### src/cau_pkg.sv
// Shared types, constants and helper functions of the complex arithmetic unit.
package cau_pkg;

    localparam int DW  = 16;
    localparam int FB  = 8;
    localparam int PW  = 2 * DW;
    localparam int SW  = PW + 2;
    localparam int NW  = PW;
    localparam int QW  = DW;
    localparam int RW  = PW + QW;
    localparam int QSW = $clog2(QW);

    localparam logic [1:0] OP_ADD = 2'd0;
    localparam logic [1:0] OP_SUB = 2'd1;
    localparam logic [1:0] OP_MUL = 2'd2;
    localparam logic [1:0] OP_DIV = 2'd3;

    localparam logic [1:0] ST_OK   = 2'd0;
    localparam logic [1:0] ST_SAT  = 2'd1;
    localparam logic [1:0] ST_DIVZ = 2'd2;

    localparam logic signed [DW-1:0] D_MAX = {1'b0, {(DW-1){1'b1}}};
    localparam logic signed [DW-1:0] D_MIN = {1'b1, {(DW-1){1'b0}}};
    localparam logic signed [SW-1:0] S_MAX = SW'(D_MAX);
    localparam logic signed [SW-1:0] S_MIN = SW'(D_MIN);
    localparam logic [QW-1:0]        Q_HALF = {1'b1, {(QW-1){1'b0}}};

    typedef struct packed {
        logic [1:0]           op;
        logic signed [DW-1:0] ar;
        logic signed [DW-1:0] ai;
        logic signed [DW-1:0] br;
        logic signed [DW-1:0] bi;
        logic signed [PW-1:0] p_rr;
        logic signed [PW-1:0] p_ii;
        logic signed [PW-1:0] p_ri;
        logic signed [PW-1:0] p_ir;
        logic [PW-1:0]        sq_r;
        logic [PW-1:0]        sq_i;
    } t_prod;

    typedef struct packed {
        logic [1:0]           op;
        logic                 dz;
        logic signed [DW-1:0] res_re;
        logic signed [DW-1:0] res_im;
        logic                 sat;
        logic                 neg_re;
        logic                 neg_im;
        logic                 ovf_re;
        logic                 ovf_im;
        logic [NW-1:0]        den;
        logic [RW-1:0]        rem_re;
        logic [RW-1:0]        rem_im;
        logic [QW-1:0]        q_re;
        logic [QW-1:0]        q_im;
    } t_pipe;

    typedef struct packed {
        logic signed [DW-1:0] val;
        logic                 sat;
    } t_sat;

    function automatic t_sat sat_fn(input logic signed [SW-1:0] v);
        t_sat r;
        if (v > S_MAX) begin
            r.val = D_MAX;
            r.sat = 1'b1;
        end else if (v < S_MIN) begin
            r.val = D_MIN;
            r.sat = 1'b1;
        end else begin
            r.val = v[DW-1:0];
            r.sat = 1'b0;
        end
        return r;
    endfunction

    function automatic t_sat quo_fn(input logic neg, input logic ovf, input logic [QW-1:0] q);
        t_sat r;
        if (neg) begin
            if (ovf || q > Q_HALF) begin
                r.val = D_MIN;
                r.sat = 1'b1;
            end else begin
                r.val = DW'(QW'(0) - q);
                r.sat = 1'b0;
            end
        end else begin
            if (ovf || q >= Q_HALF) begin
                r.val = D_MAX;
                r.sat = 1'b1;
            end else begin
                r.val = DW'(q);
                r.sat = 1'b0;
            end
        end
        return r;
    endfunction

endpackage

### src/cau_div_step.sv
// One restoring division step applied to both result parts.
module cau_div_step (
    input  logic                       i_clk,
    input  logic                       i_rst_n,
    input  logic                       i_en,
    input  logic [cau_pkg::QSW-1:0]    i_shift,
    input  logic                       i_valid,
    input  cau_pkg::t_pipe             i_pipe,
    output logic                       o_valid,
    output cau_pkg::t_pipe             o_pipe
);
    import cau_pkg::*;

    logic          r_valid;
    t_pipe         r_pipe;
    t_pipe         n_pipe;
    logic [RW-1:0] trial;

    always_comb begin
        trial  = RW'(i_pipe.den) << i_shift;
        n_pipe = i_pipe;
        if (i_pipe.rem_re >= trial) begin
            n_pipe.rem_re          = i_pipe.rem_re - trial;
            n_pipe.q_re[i_shift]   = 1'b1;
        end
        if (i_pipe.rem_im >= trial) begin
            n_pipe.rem_im          = i_pipe.rem_im - trial;
            n_pipe.q_im[i_shift]   = 1'b1;
        end
    end

    always_ff @(posedge i_clk) begin
        if (!i_rst_n) begin
            r_valid <= 1'b0;
        end else if (i_en) begin
            r_valid <= i_valid;
        end
    end

    always_ff @(posedge i_clk) begin
        if (i_en) begin
            r_pipe <= n_pipe;
        end
    end

    assign o_valid = r_valid;
    assign o_pipe  = r_pipe;
endmodule

### config.mk
export PLATFORM = sky130hd
export DESIGN_NAME = cau_div_step
export DESIGN_NICKNAME = d
export VERILOG_FILES = /design/src/cau_pkg.sv /design/src/cau_div_step.sv
export SDC_FILE = /design/constraint.sdc
export NUM_CORES = 1
export LEC_CHECK = 0
export BUFFER_PORTS_ARGS = -buffer_cell sky130_fd_sc_hd__buf_2
export CORE_ASPECT_RATIO = 0.9
export CORE_MARGIN = 1
export CORE_UTILIZATION = 45
export DETAILED_ROUTE_END_ITERATION = 8
export GPL_ROUTABILITY_DRIVEN = 0
export PLACE_DENSITY = 0.7
export SYNTH_ARGS = -nofsm -noshare
export SYNTH_HDL_FRONTEND = slang
export SYNTH_SLANG_ARGS = --single-unit
### constraint.sdc
create_clock -name i_clk -period 5.4 [get_ports i_clk]
set_input_delay 1.08 -clock i_clk [delete_from_list [all_inputs] [get_ports i_clk]]
set_output_delay 1.08 -clock i_clk [all_outputs]
set_load 0.01 [all_outputs]
==> reports/metrics.cfg <==
[sta]
setup_violations = 0
relSlewSlack = 0.562
tightestPinTransition_ns = 0.655
slew_violations = 0
max_freq_mhz = 205
period_minus_slack_ns = 4.87
rsz0062_at_grt = no
skew_ns = 0
hold_slack_ns = 0.539
tns_ns = 0
period_share = 0.902
hold_viol = 0

[yosys]
ys_top_cells_by_count = edfxtp_1 (200), nand2_1 (198), a21oi_1 (147)
ys_ff_latch = 201
ys.flop_type = edfxtp_1
synth.yosys.seq_area_share = 0.415
synth_top_cell_area_share = 0.414
ys_types = 83
yosysTopAreaCell = edfxtp_1
yosysMostFrequentCell = edfxtp_1
synth_area_leaders = edfxtp_1 (41%), ha_1 (8.3%), nand2_1 (5.1%), a21oi_1 (5.1%), o21ai_0 (4.2%)
syn_area_um2 = 14500
syn_nets = 1802
yosysWarnings = 0
avgSynthCellArea_um2 = 9.70
synthCells = 1496
synth_edf_count = 200
synthArstFlopShare = 0

[clock_network]
htree_num_levels = 1
ctsHoldBuffers = 0
clock-root-buffer = clkbuf_16
clock-sinks = 201
postCtsSetupBuffers = 0
clk_latency_ns = 0.51
cts_resized = 0
cts.clk_slew.worst_paths_ns = 0.06
clock_path_buffers = 3
numCtsBuffers = 23
cts_tree = yes

[placed_design]
dp.final_hpwl_um = 38100
port-buffer-count = 408
place_inst = 2312

[routing]
drc = 0
drt-total-wl_um = 47500
routed-via-count = 13500
first_iter_violations = 1350
drt_pass1_iterations = 6
vias_per_cell = 5.74
wl_per_cell_um = 20.2
antenna_left = 0

[power]
total_power_mw = 5.63
p_leak_nw = 7.89
p_per_area_nw_per_um2 = 312
vdd_drop_max_mv = 0.248

[global_routing]
grt_max_degree = 96
grt_overflow_total = 0
grt_pass1_vias = 12500
grt_usage = 0.275
antenna_found_initial = 8
grt_pass1_wl_um = 69300

[floorplan]
die_h_um = 172
initial_core_util = 0.456
die_w_um = 191
dieArea_um2 = 33000
io_pins = 409
core_area_um2 = 31800
rows = 62

[worst_setup_path]
critPathKind = primary input to flop
cp.arrival_ns = 5.14
cp.required_ns = 5.67
rrSetupSlack_ns = 4.78
cp_max_fo = 14
critical_path.startpoint_type = primary input
timing.rr.end = o_valid
rr_startpoint = o_valid
worst_r2r_path_depth = 2
cp-end-kind = flop

[cells_and_area]
final-seq-area_um2 = 6030
final_cells = 2356
utilization = 0.568
final_net_count = 2227
drive_gt1_frac = 0.301
num-fill-cells = 2859
multi_input_area_um2 = 8050
area_growth_pct = 24.5

[min_path]
holdPathEnd = o_valid
hold_path_startpoint = o_valid
whs_path_depth = 2
min-delay-path-class = flop to flop

[outcome]
status = finished, final reports clean

[flow_run]
maxCapViolCount = 0

## layer usage
layer	track usage	wire length, um	up-vias
li1	-	-	6423
met1	0.370	20400	6279
met2	0.438	21200	701
met3	0.0538	4090	109
met4	0.103	1800	6
met5	0	36	-
## registers in the layout (all words and copies together) (netlist names)
register / flops
o_pipe: 200
o_valid: 1
## worst max-delay path, cell delays in order
cell	delay, ns
buf_2	0.16
buf_12	0.17
nor2_1	0.28
and3_1	0.20
a21oi_1	0.05
or2_2	0.34
ha_1	0.39
o211ai_1	0.14
a21o_2	0.24
a32oi_4	0.29
a221oi_2	0.10
buf_4	0.16
o21ba_2	0.25
o21ai_1	0.33
a21oi_1	0.21
o31a_1	0.28
xnor2_1	0.16
mux2_2	0.29
## where the power goes
| part | switching [mW] | internal (mW) | leakage, nW |
|---|---|---|---|
| Sequential | 0.0646 | 2.01 | 1.97 |
| Combinational | 1.24 | 0.874 | 5.61 |
| Clock | 0.627 | 0.823 | 0.319 |
| Total | 1.93 | 3.71 | 7.89 |
## cell families after synthesis
group                    Yosys count  share of synthesized area
adder cells (fa/ha/maj)           98                     0.0855
multiplexers                      63                     0.0610
AO/OA/AOI/OAI                    482                      0.214
flip-flops                       201                      0.415
buffers and inverters            115                     0.0315
XOR/XNOR                          89                     0.0537
AND/OR/NAND/NOR                  448                      0.139
## how the worst max path moves through the flow
stage                     startpoint          end  slack [ns]  cells after the start
after floorplan           i_shift[0]   o_pipe[76]        0.17                     18
after global placement    i_shift[0]   o_pipe[74]        0.17                     18
after detailed placement  i_shift[1]   o_pipe[58]         0.1                     18
after CTS                 i_shift[1]   o_pipe[49]        0.64                     18
after global routing      i_shift[0]  o_pipe[124]        0.27                     20
final                     i_shift[0]   o_pipe[76]        0.53                     18
## layout by cell type (no fill, tap or decap), types with 11 or more instances in the layout
cell type	netlist	layout
buf_2	17	407
edfxtp_1	200	200
nand2_1	198	198
a21oi_1	147	147
o21ai_0	123	123
nor2_1	106	106
ha_1	96	96
a21o_1	67	67
buf_4	1	66
xnor2_1	47	47
xor2_1	42	42
inv_1	33	33
o21bai_1	31	31
nand3_1	27	27
mux2i_1	24	24
clkbuf_16	0	23
nand4_1	21	21
mux2_2	20	20
mux4_2	18	18
nor2b_1	17	17
and3_1	17	17
a31oi_1	16	16
nor3_1	15	15
and2_1	12	12
nand2b_1	11	11
## layout make-up
| class | count | area share |
|---|---|---|
| clock inverters | 8 | 0.00339 |
| well taps | 416 | 0.0288 |
| flip-flops and latches | 201 | 0.333 |
| repair buffers | 480 | 0.148 |
| diodes | 6 | 0.000831 |
| multi-input cells | 1180 | 0.445 |
| inverters | 35 | 0.00727 |
| clock buffers | 30 | 0.0333 |
## per-stage QoR
stage | cell area [um^2] | setup WS, ns
2_1_floorplan | 14500 | 0.167
3_3_place_gp | 17400 | 0.171
3_5_place_dp | 17400 | 0.0987
4_1_cts | 18100 | 0.639
5_1_grt | 18100 | 0.272
6_report | 18100 | 0.530
(Power assumes the default switching activity.)
