===== src/cau_pkg.sv =====
// Shared types, constants and helper functions of the complex arithmetic unit.
package cau_pkg;

    localparam int DW  = 16;
    localparam int FB  = 8;
    localparam int PW  = 2 * DW;
    localparam int SW  = PW + 2;
    localparam int NW  = PW;
    localparam int QW  = DW;
    localparam int RW  = PW + QW;
    localparam int QSW = $clog2(QW);

    localparam logic [1:0] OP_ADD = 2'd0;
    localparam logic [1:0] OP_SUB = 2'd1;
    localparam logic [1:0] OP_MUL = 2'd2;
    localparam logic [1:0] OP_DIV = 2'd3;

    localparam logic [1:0] ST_OK   = 2'd0;
    localparam logic [1:0] ST_SAT  = 2'd1;
    localparam logic [1:0] ST_DIVZ = 2'd2;

    localparam logic signed [DW-1:0] D_MAX = {1'b0, {(DW-1){1'b1}}};
    localparam logic signed [DW-1:0] D_MIN = {1'b1, {(DW-1){1'b0}}};
    localparam logic signed [SW-1:0] S_MAX = SW'(D_MAX);
    localparam logic signed [SW-1:0] S_MIN = SW'(D_MIN);
    localparam logic [QW-1:0]        Q_HALF = {1'b1, {(QW-1){1'b0}}};

    typedef struct packed {
        logic [1:0]           op;
        logic signed [DW-1:0] ar;
        logic signed [DW-1:0] ai;
        logic signed [DW-1:0] br;
        logic signed [DW-1:0] bi;
        logic signed [PW-1:0] p_rr;
        logic signed [PW-1:0] p_ii;
        logic signed [PW-1:0] p_ri;
        logic signed [PW-1:0] p_ir;
        logic [PW-1:0]        sq_r;
        logic [PW-1:0]        sq_i;
    } t_prod;

    typedef struct packed {
        logic [1:0]           op;
        logic                 dz;
        logic signed [DW-1:0] res_re;
        logic signed [DW-1:0] res_im;
        logic                 sat;
        logic                 neg_re;
        logic                 neg_im;
        logic                 ovf_re;
        logic                 ovf_im;
        logic [NW-1:0]        den;
        logic [RW-1:0]        rem_re;
        logic [RW-1:0]        rem_im;
        logic [QW-1:0]        q_re;
        logic [QW-1:0]        q_im;
    } t_pipe;

    typedef struct packed {
        logic signed [DW-1:0] val;
        logic                 sat;
    } t_sat;

    function automatic t_sat sat_fn(input logic signed [SW-1:0] v);
        t_sat r;
        if (v > S_MAX) begin
            r.val = D_MAX;
            r.sat = 1'b1;
        end else if (v < S_MIN) begin
            r.val = D_MIN;
            r.sat = 1'b1;
        end else begin
            r.val = v[DW-1:0];
            r.sat = 1'b0;
        end
        return r;
    endfunction

    function automatic t_sat quo_fn(input logic neg, input logic ovf, input logic [QW-1:0] q);
        t_sat r;
        if (neg) begin
            if (ovf || q > Q_HALF) begin
                r.val = D_MIN;
                r.sat = 1'b1;
            end else begin
                r.val = DW'(QW'(0) - q);
                r.sat = 1'b0;
            end
        end else begin
            if (ovf || q >= Q_HALF) begin
                r.val = D_MAX;
                r.sat = 1'b1;
            end else begin
                r.val = DW'(q);
                r.sat = 1'b0;
            end
        end
        return r;
    endfunction

endpackage


===== src/cau_prod.sv =====
// First pipeline stage: registers the operands and all partial products.
module cau_prod (
    input  logic                         i_clk,
    input  logic                         i_rst_n,
    input  logic                         i_en,
    input  logic                         i_valid,
    input  logic [1:0]                   i_op,
    input  logic signed [cau_pkg::DW-1:0] i_ar,
    input  logic signed [cau_pkg::DW-1:0] i_ai,
    input  logic signed [cau_pkg::DW-1:0] i_br,
    input  logic signed [cau_pkg::DW-1:0] i_bi,
    output logic                         o_valid,
    output cau_pkg::t_prod               o_prod
);
    import cau_pkg::*;

    logic  r_valid;
    t_prod r_prod;
    t_prod n_prod;

    always_comb begin
        n_prod.op   = i_op;
        n_prod.ar   = i_ar;
        n_prod.ai   = i_ai;
        n_prod.br   = i_br;
        n_prod.bi   = i_bi;
        n_prod.p_rr = PW'(i_ar) * PW'(i_br);
        n_prod.p_ii = PW'(i_ai) * PW'(i_bi);
        n_prod.p_ri = PW'(i_ar) * PW'(i_bi);
        n_prod.p_ir = PW'(i_ai) * PW'(i_br);
        n_prod.sq_r = PW'(i_br * i_br);
        n_prod.sq_i = PW'(i_bi * i_bi);
    end

    always_ff @(posedge i_clk) begin
        if (!i_rst_n) begin
            r_valid <= 1'b0;
        end else if (i_en) begin
            r_valid <= i_valid;
        end
    end

    always_ff @(posedge i_clk) begin
        if (i_en) begin
            r_prod <= n_prod;
        end
    end

    assign o_valid = r_valid;
    assign o_prod  = r_prod;
endmodule


===== config.mk =====
export PLATFORM = sky130hd
export DESIGN_NAME = cau_prod
export DESIGN_NICKNAME = d
export VERILOG_FILES = /design/src/cau_pkg.sv /design/src/cau_prod.sv
export SDC_FILE = /design/constraint.sdc
export NUM_CORES = 2
export LEC_CHECK = 0
export BUFFER_PORTS_ARGS = -buffer_cell sky130_fd_sc_hd__buf_2
export CELL_PAD_IN_SITES_DETAIL_PLACEMENT = 0
export CELL_PAD_IN_SITES_GLOBAL_PLACEMENT = 1
export CORE_MARGIN = 2
export CORE_UTILIZATION = 25
export DETAILED_ROUTE_END_ITERATION = 7
export PLACE_DENSITY = 0.54
export SKIP_CTS_REPAIR_TIMING = 1
export SLEW_MARGIN = 20
export SYNTH_ARGS = -nofsm -noshare
export SYNTH_HDL_FRONTEND = slang
export SYNTH_SLANG_ARGS = --single-unit
export TNS_END_PERCENT = 5

===== constraint.sdc =====
create_clock -name i_clk -period 8 [get_ports i_clk]
set_input_delay 0.4 -clock i_clk [delete_from_list [all_inputs] [get_ports i_clk]]
set_output_delay 0.4 -clock i_clk [all_outputs]
set_load 0.01 [all_outputs]

==> qor.txt <==
Avg Inst Size Synth: 9.845 um^2
area post-placement: 70890 um^2
DIE HEIGHT: 512.7 um
initial antenna violation count: 23
Initial DRT Pass Iterations: 5
GR Util met3: 1.626%
DR WL/cell: 17.73 um
# DRC: 0
Layout Cells excl Fill: 10259
drt via density: 4.223
synthesized area: 64700 um^2
status: finished, final reports clean
FP Rows: 186
largest net degree at the start of global routing: 114
Hold Vio Cnt, Final: 0
cells on worst reg2reg path: 2
cell total after placement: 10170
Worst-Skew Late Latency: 0.63 ns
Syn Inst Count: 6572
TritonCTS Buffers: 42
# H-tree levels: 2
slew at the pin closest to its max-slew limit: 0.9872 ns
Routability Congestion: 0.8236
# setup viols final: 0
final clock skew: 0 ns
number of port buffers: 326
Final period util: 84.59%
Crit Path Class: input port to flip-flop
critical path's top delay family: adder cells
Worst path depth: 21
Crit Path Max Fanout: 25
crit path cell chain: buf_2 > buf_4 > nand2_1 > fa_1 > fa_1 > fa_1 > inv_1 > fa_1 > fa_1 > inv_1 > fa_1 > inv_1 > ha_1 > and3_1 > and3_1 > a32oi_1 > o21ai_1 > a31oi_1 > o31ai_1 > or4b_1 > nand3_1
ys async rst share: 0%
share of cells above drive strength 1: 8.361%
Hold Crit Class: input port to flip-flop
Slew headroom: 34.19%
Yosys reg bits: 255
clk buf depth: 3
Area growth syn-to-layout: 11.80%
vias: 43322
post-synth cell types: 75
GRT overflow: 0
buffers and inverters on the worst path: 5
core area: 257200 um^2
fmax: 147.8 MHz
max-cap viol count: 0
crit-path most repeated cell: fa_1
CP Data Arrival Time: 7.27 ns
Critical Path Start Type: input port
clk root buf: clkbuf_16
Initial Util: 25.16%
Worst path slowest cell: fa_1
CTS tree: done
final wirelength: 181900 um
final net count: 8924
crit path time final: 6.767 ns
first-pass GRT wire length: 291100 um
DR iter-0 viols: 1976
total track usage: 14.37%
register area share after synthesis: 11.82%
met2 usage: 24.57%
clk sinks: 255
Worst-path clk slew: 0.05 ns
die extent in x: 512.7 um
Final ANT Viol Nets: 0
WHS Path Cells: 3
gr busiest metal: met2
Synth warnings: 0
Max Slew Vio Count: 0
die area: 262900 um^2
Primary FF master, synth: edfxtp_1
met1 global-route usage: 19.58%
Post-synth EDFFs: 254
vias in the first global route: 49100
setup TNS: 0 ns
CP max stage delay: 0.54 ns
fin area: 72340 um^2
RSZ-0062 raised after global routing: no
Worst EP required: 8.50 ns
Worst Setup End Kind: flip-flop
I/O pins: 329
dpl hpwl: 148900 um
==> cell type report <==
class,instances,area (um^2)
Fill cell,27351,184800
Clock buffer,49,1099
Inverter,1769,6640
Tap cell,3384,4234
Antenna cell,10,25.02
Multi-Input combinational cell,4281,49400
Timing Repair Buffer,484,3000
Clock inverter,27,295.3
Sequential cell,255,7647
==> flip-flops by register name, indices dropped and copies added (netlist names) <==
| signal | cells |
|---|---|
| o_prod | 254 |
| o_valid | 1 |
==> Yosys cell counts, types with 3 or more instances <==
cell type	n	area, um^2
o21ai_0	76	380.4
nand2_1	661	2481
or2_2	5	31.28
o21bai_1	27	202.7
xor2_1	47	411.6
o31a_1	4	35.03
nor2_1	170	638.1
nand3_1	30	150.1
buf_4	4	30.03
nand4_1	5	31.28
and3_1	12	75.07
o21ai_1	5	25.02
o22ai_1	6	37.54
and2_1	582	3641
buf_1	8	30.03
o211ai_1	7	52.55
a21oi_1	139	695.7
o21a_1	22	165.2
edfxtp_1	254	7627
a21o_1	71	533.0
xnor2_1	184	1612
inv_1	1768	6636
nor3_1	25	125.1
a41oi_1	3	26.28
fa_1	1517	30370
mux2i_1	4	40.04
nand2b_1	44	275.3
a211o_1	7	61.31
a31oi_1	13	81.33
o31ai_1	6	45.04
o221ai_1	3	26.28
clkbuf_1	256	960.9
ha_1	504	6306
a2111oi_0	4	35.03
nor2b_1	22	137.6
or3_1	7	43.79
nor4_1	3	18.77
a211oi_1	15	112.6
a31o_2	8	70.07
==> logic make-up (layout without fill, tap and decap cells) <==
kind of cell    count (synthesis)  after routing  share of synthesized area [%]
buf+inv                      2037           2329                          11.84
fa+ha+maj                    2021           2021                          56.68
simple gates                 1577           1577                          11.98
compound gates                444            444                          4.453
flops                         255            255                          11.82
xor+xnor                      231            231                          3.127
mux                             6              6                        0.09669
other cells                     1             12                       0.005796
==> metrics by stage <==
| step | utilization [%] | hold WS (ns) | setup slack [ns] |
|---|---|---|---|
| 2_1_floorplan | - | 0.4989 | 1.527 |
| 3_3_place_gp | 27.57 | 0.4928 | 0.6339 |
| 3_5_place_dp | 27.57 | 0.5157 | 0.5675 |
| 4_1_cts | 28.11 | -0.1452 | 1.268 |
| 5_1_grt | 28.12 | 0.005568 | 0.7736 |
| 6_report | 28.13 | 0.04226 | 1.233 |
==> worst paths after layout <==
path | startpoint | endpoint | slack, ns
hold reg to reg | o_valid | o_valid | 0.52
hold / removal | i_valid | o_valid | 0.04
setup / recovery | i_br[2] | o_prod[190] | 1.23
setup reg to reg | o_valid | o_valid | 7.41
==> worst reg2reg max path: stages, from the launching register on <==
cell     delay [ns]
dfxtp_1        0.30
mux2i_1        0.11
nor2b_1        0.07
==> metal layers <==
metal	up-vias	wire [um]
met4	4	3358
met1	22754	82890
met2	644	89170
met3	123	6420
li1	19797	-
met5	-	30
==> cell usage in the layout (no fill, tap or decap), drive strengths merged, types with 8 or more instances in the layout <==
| master | n |
|---|---|
| or3 | 8 |
| o21a | 22 |
| and3 | 12 |
| a31o | 10 |
| a211oi | 15 |
| nor2 | 170 |
| xor2 | 47 |
| o21bai | 27 |
| a21oi | 139 |
| inv | 1772 |
| xnor2 | 184 |
| nand3 | 30 |
| nor2b | 22 |
| a21o | 71 |
| fa | 1517 |
| nand2b | 44 |
| diode | 10 |
| clkinv | 16 |
| a31oi | 14 |
| nor3 | 26 |
| buf | 481 |
| nand2 | 661 |
| o21ai | 81 |
| edfxtp | 254 |
| and2 | 582 |
| clkbuf | 49 |
| ha | 504 |
Power is not shown: default switching activity piles up to over one toggle a cycle in this logic, so the estimate is an artifact.
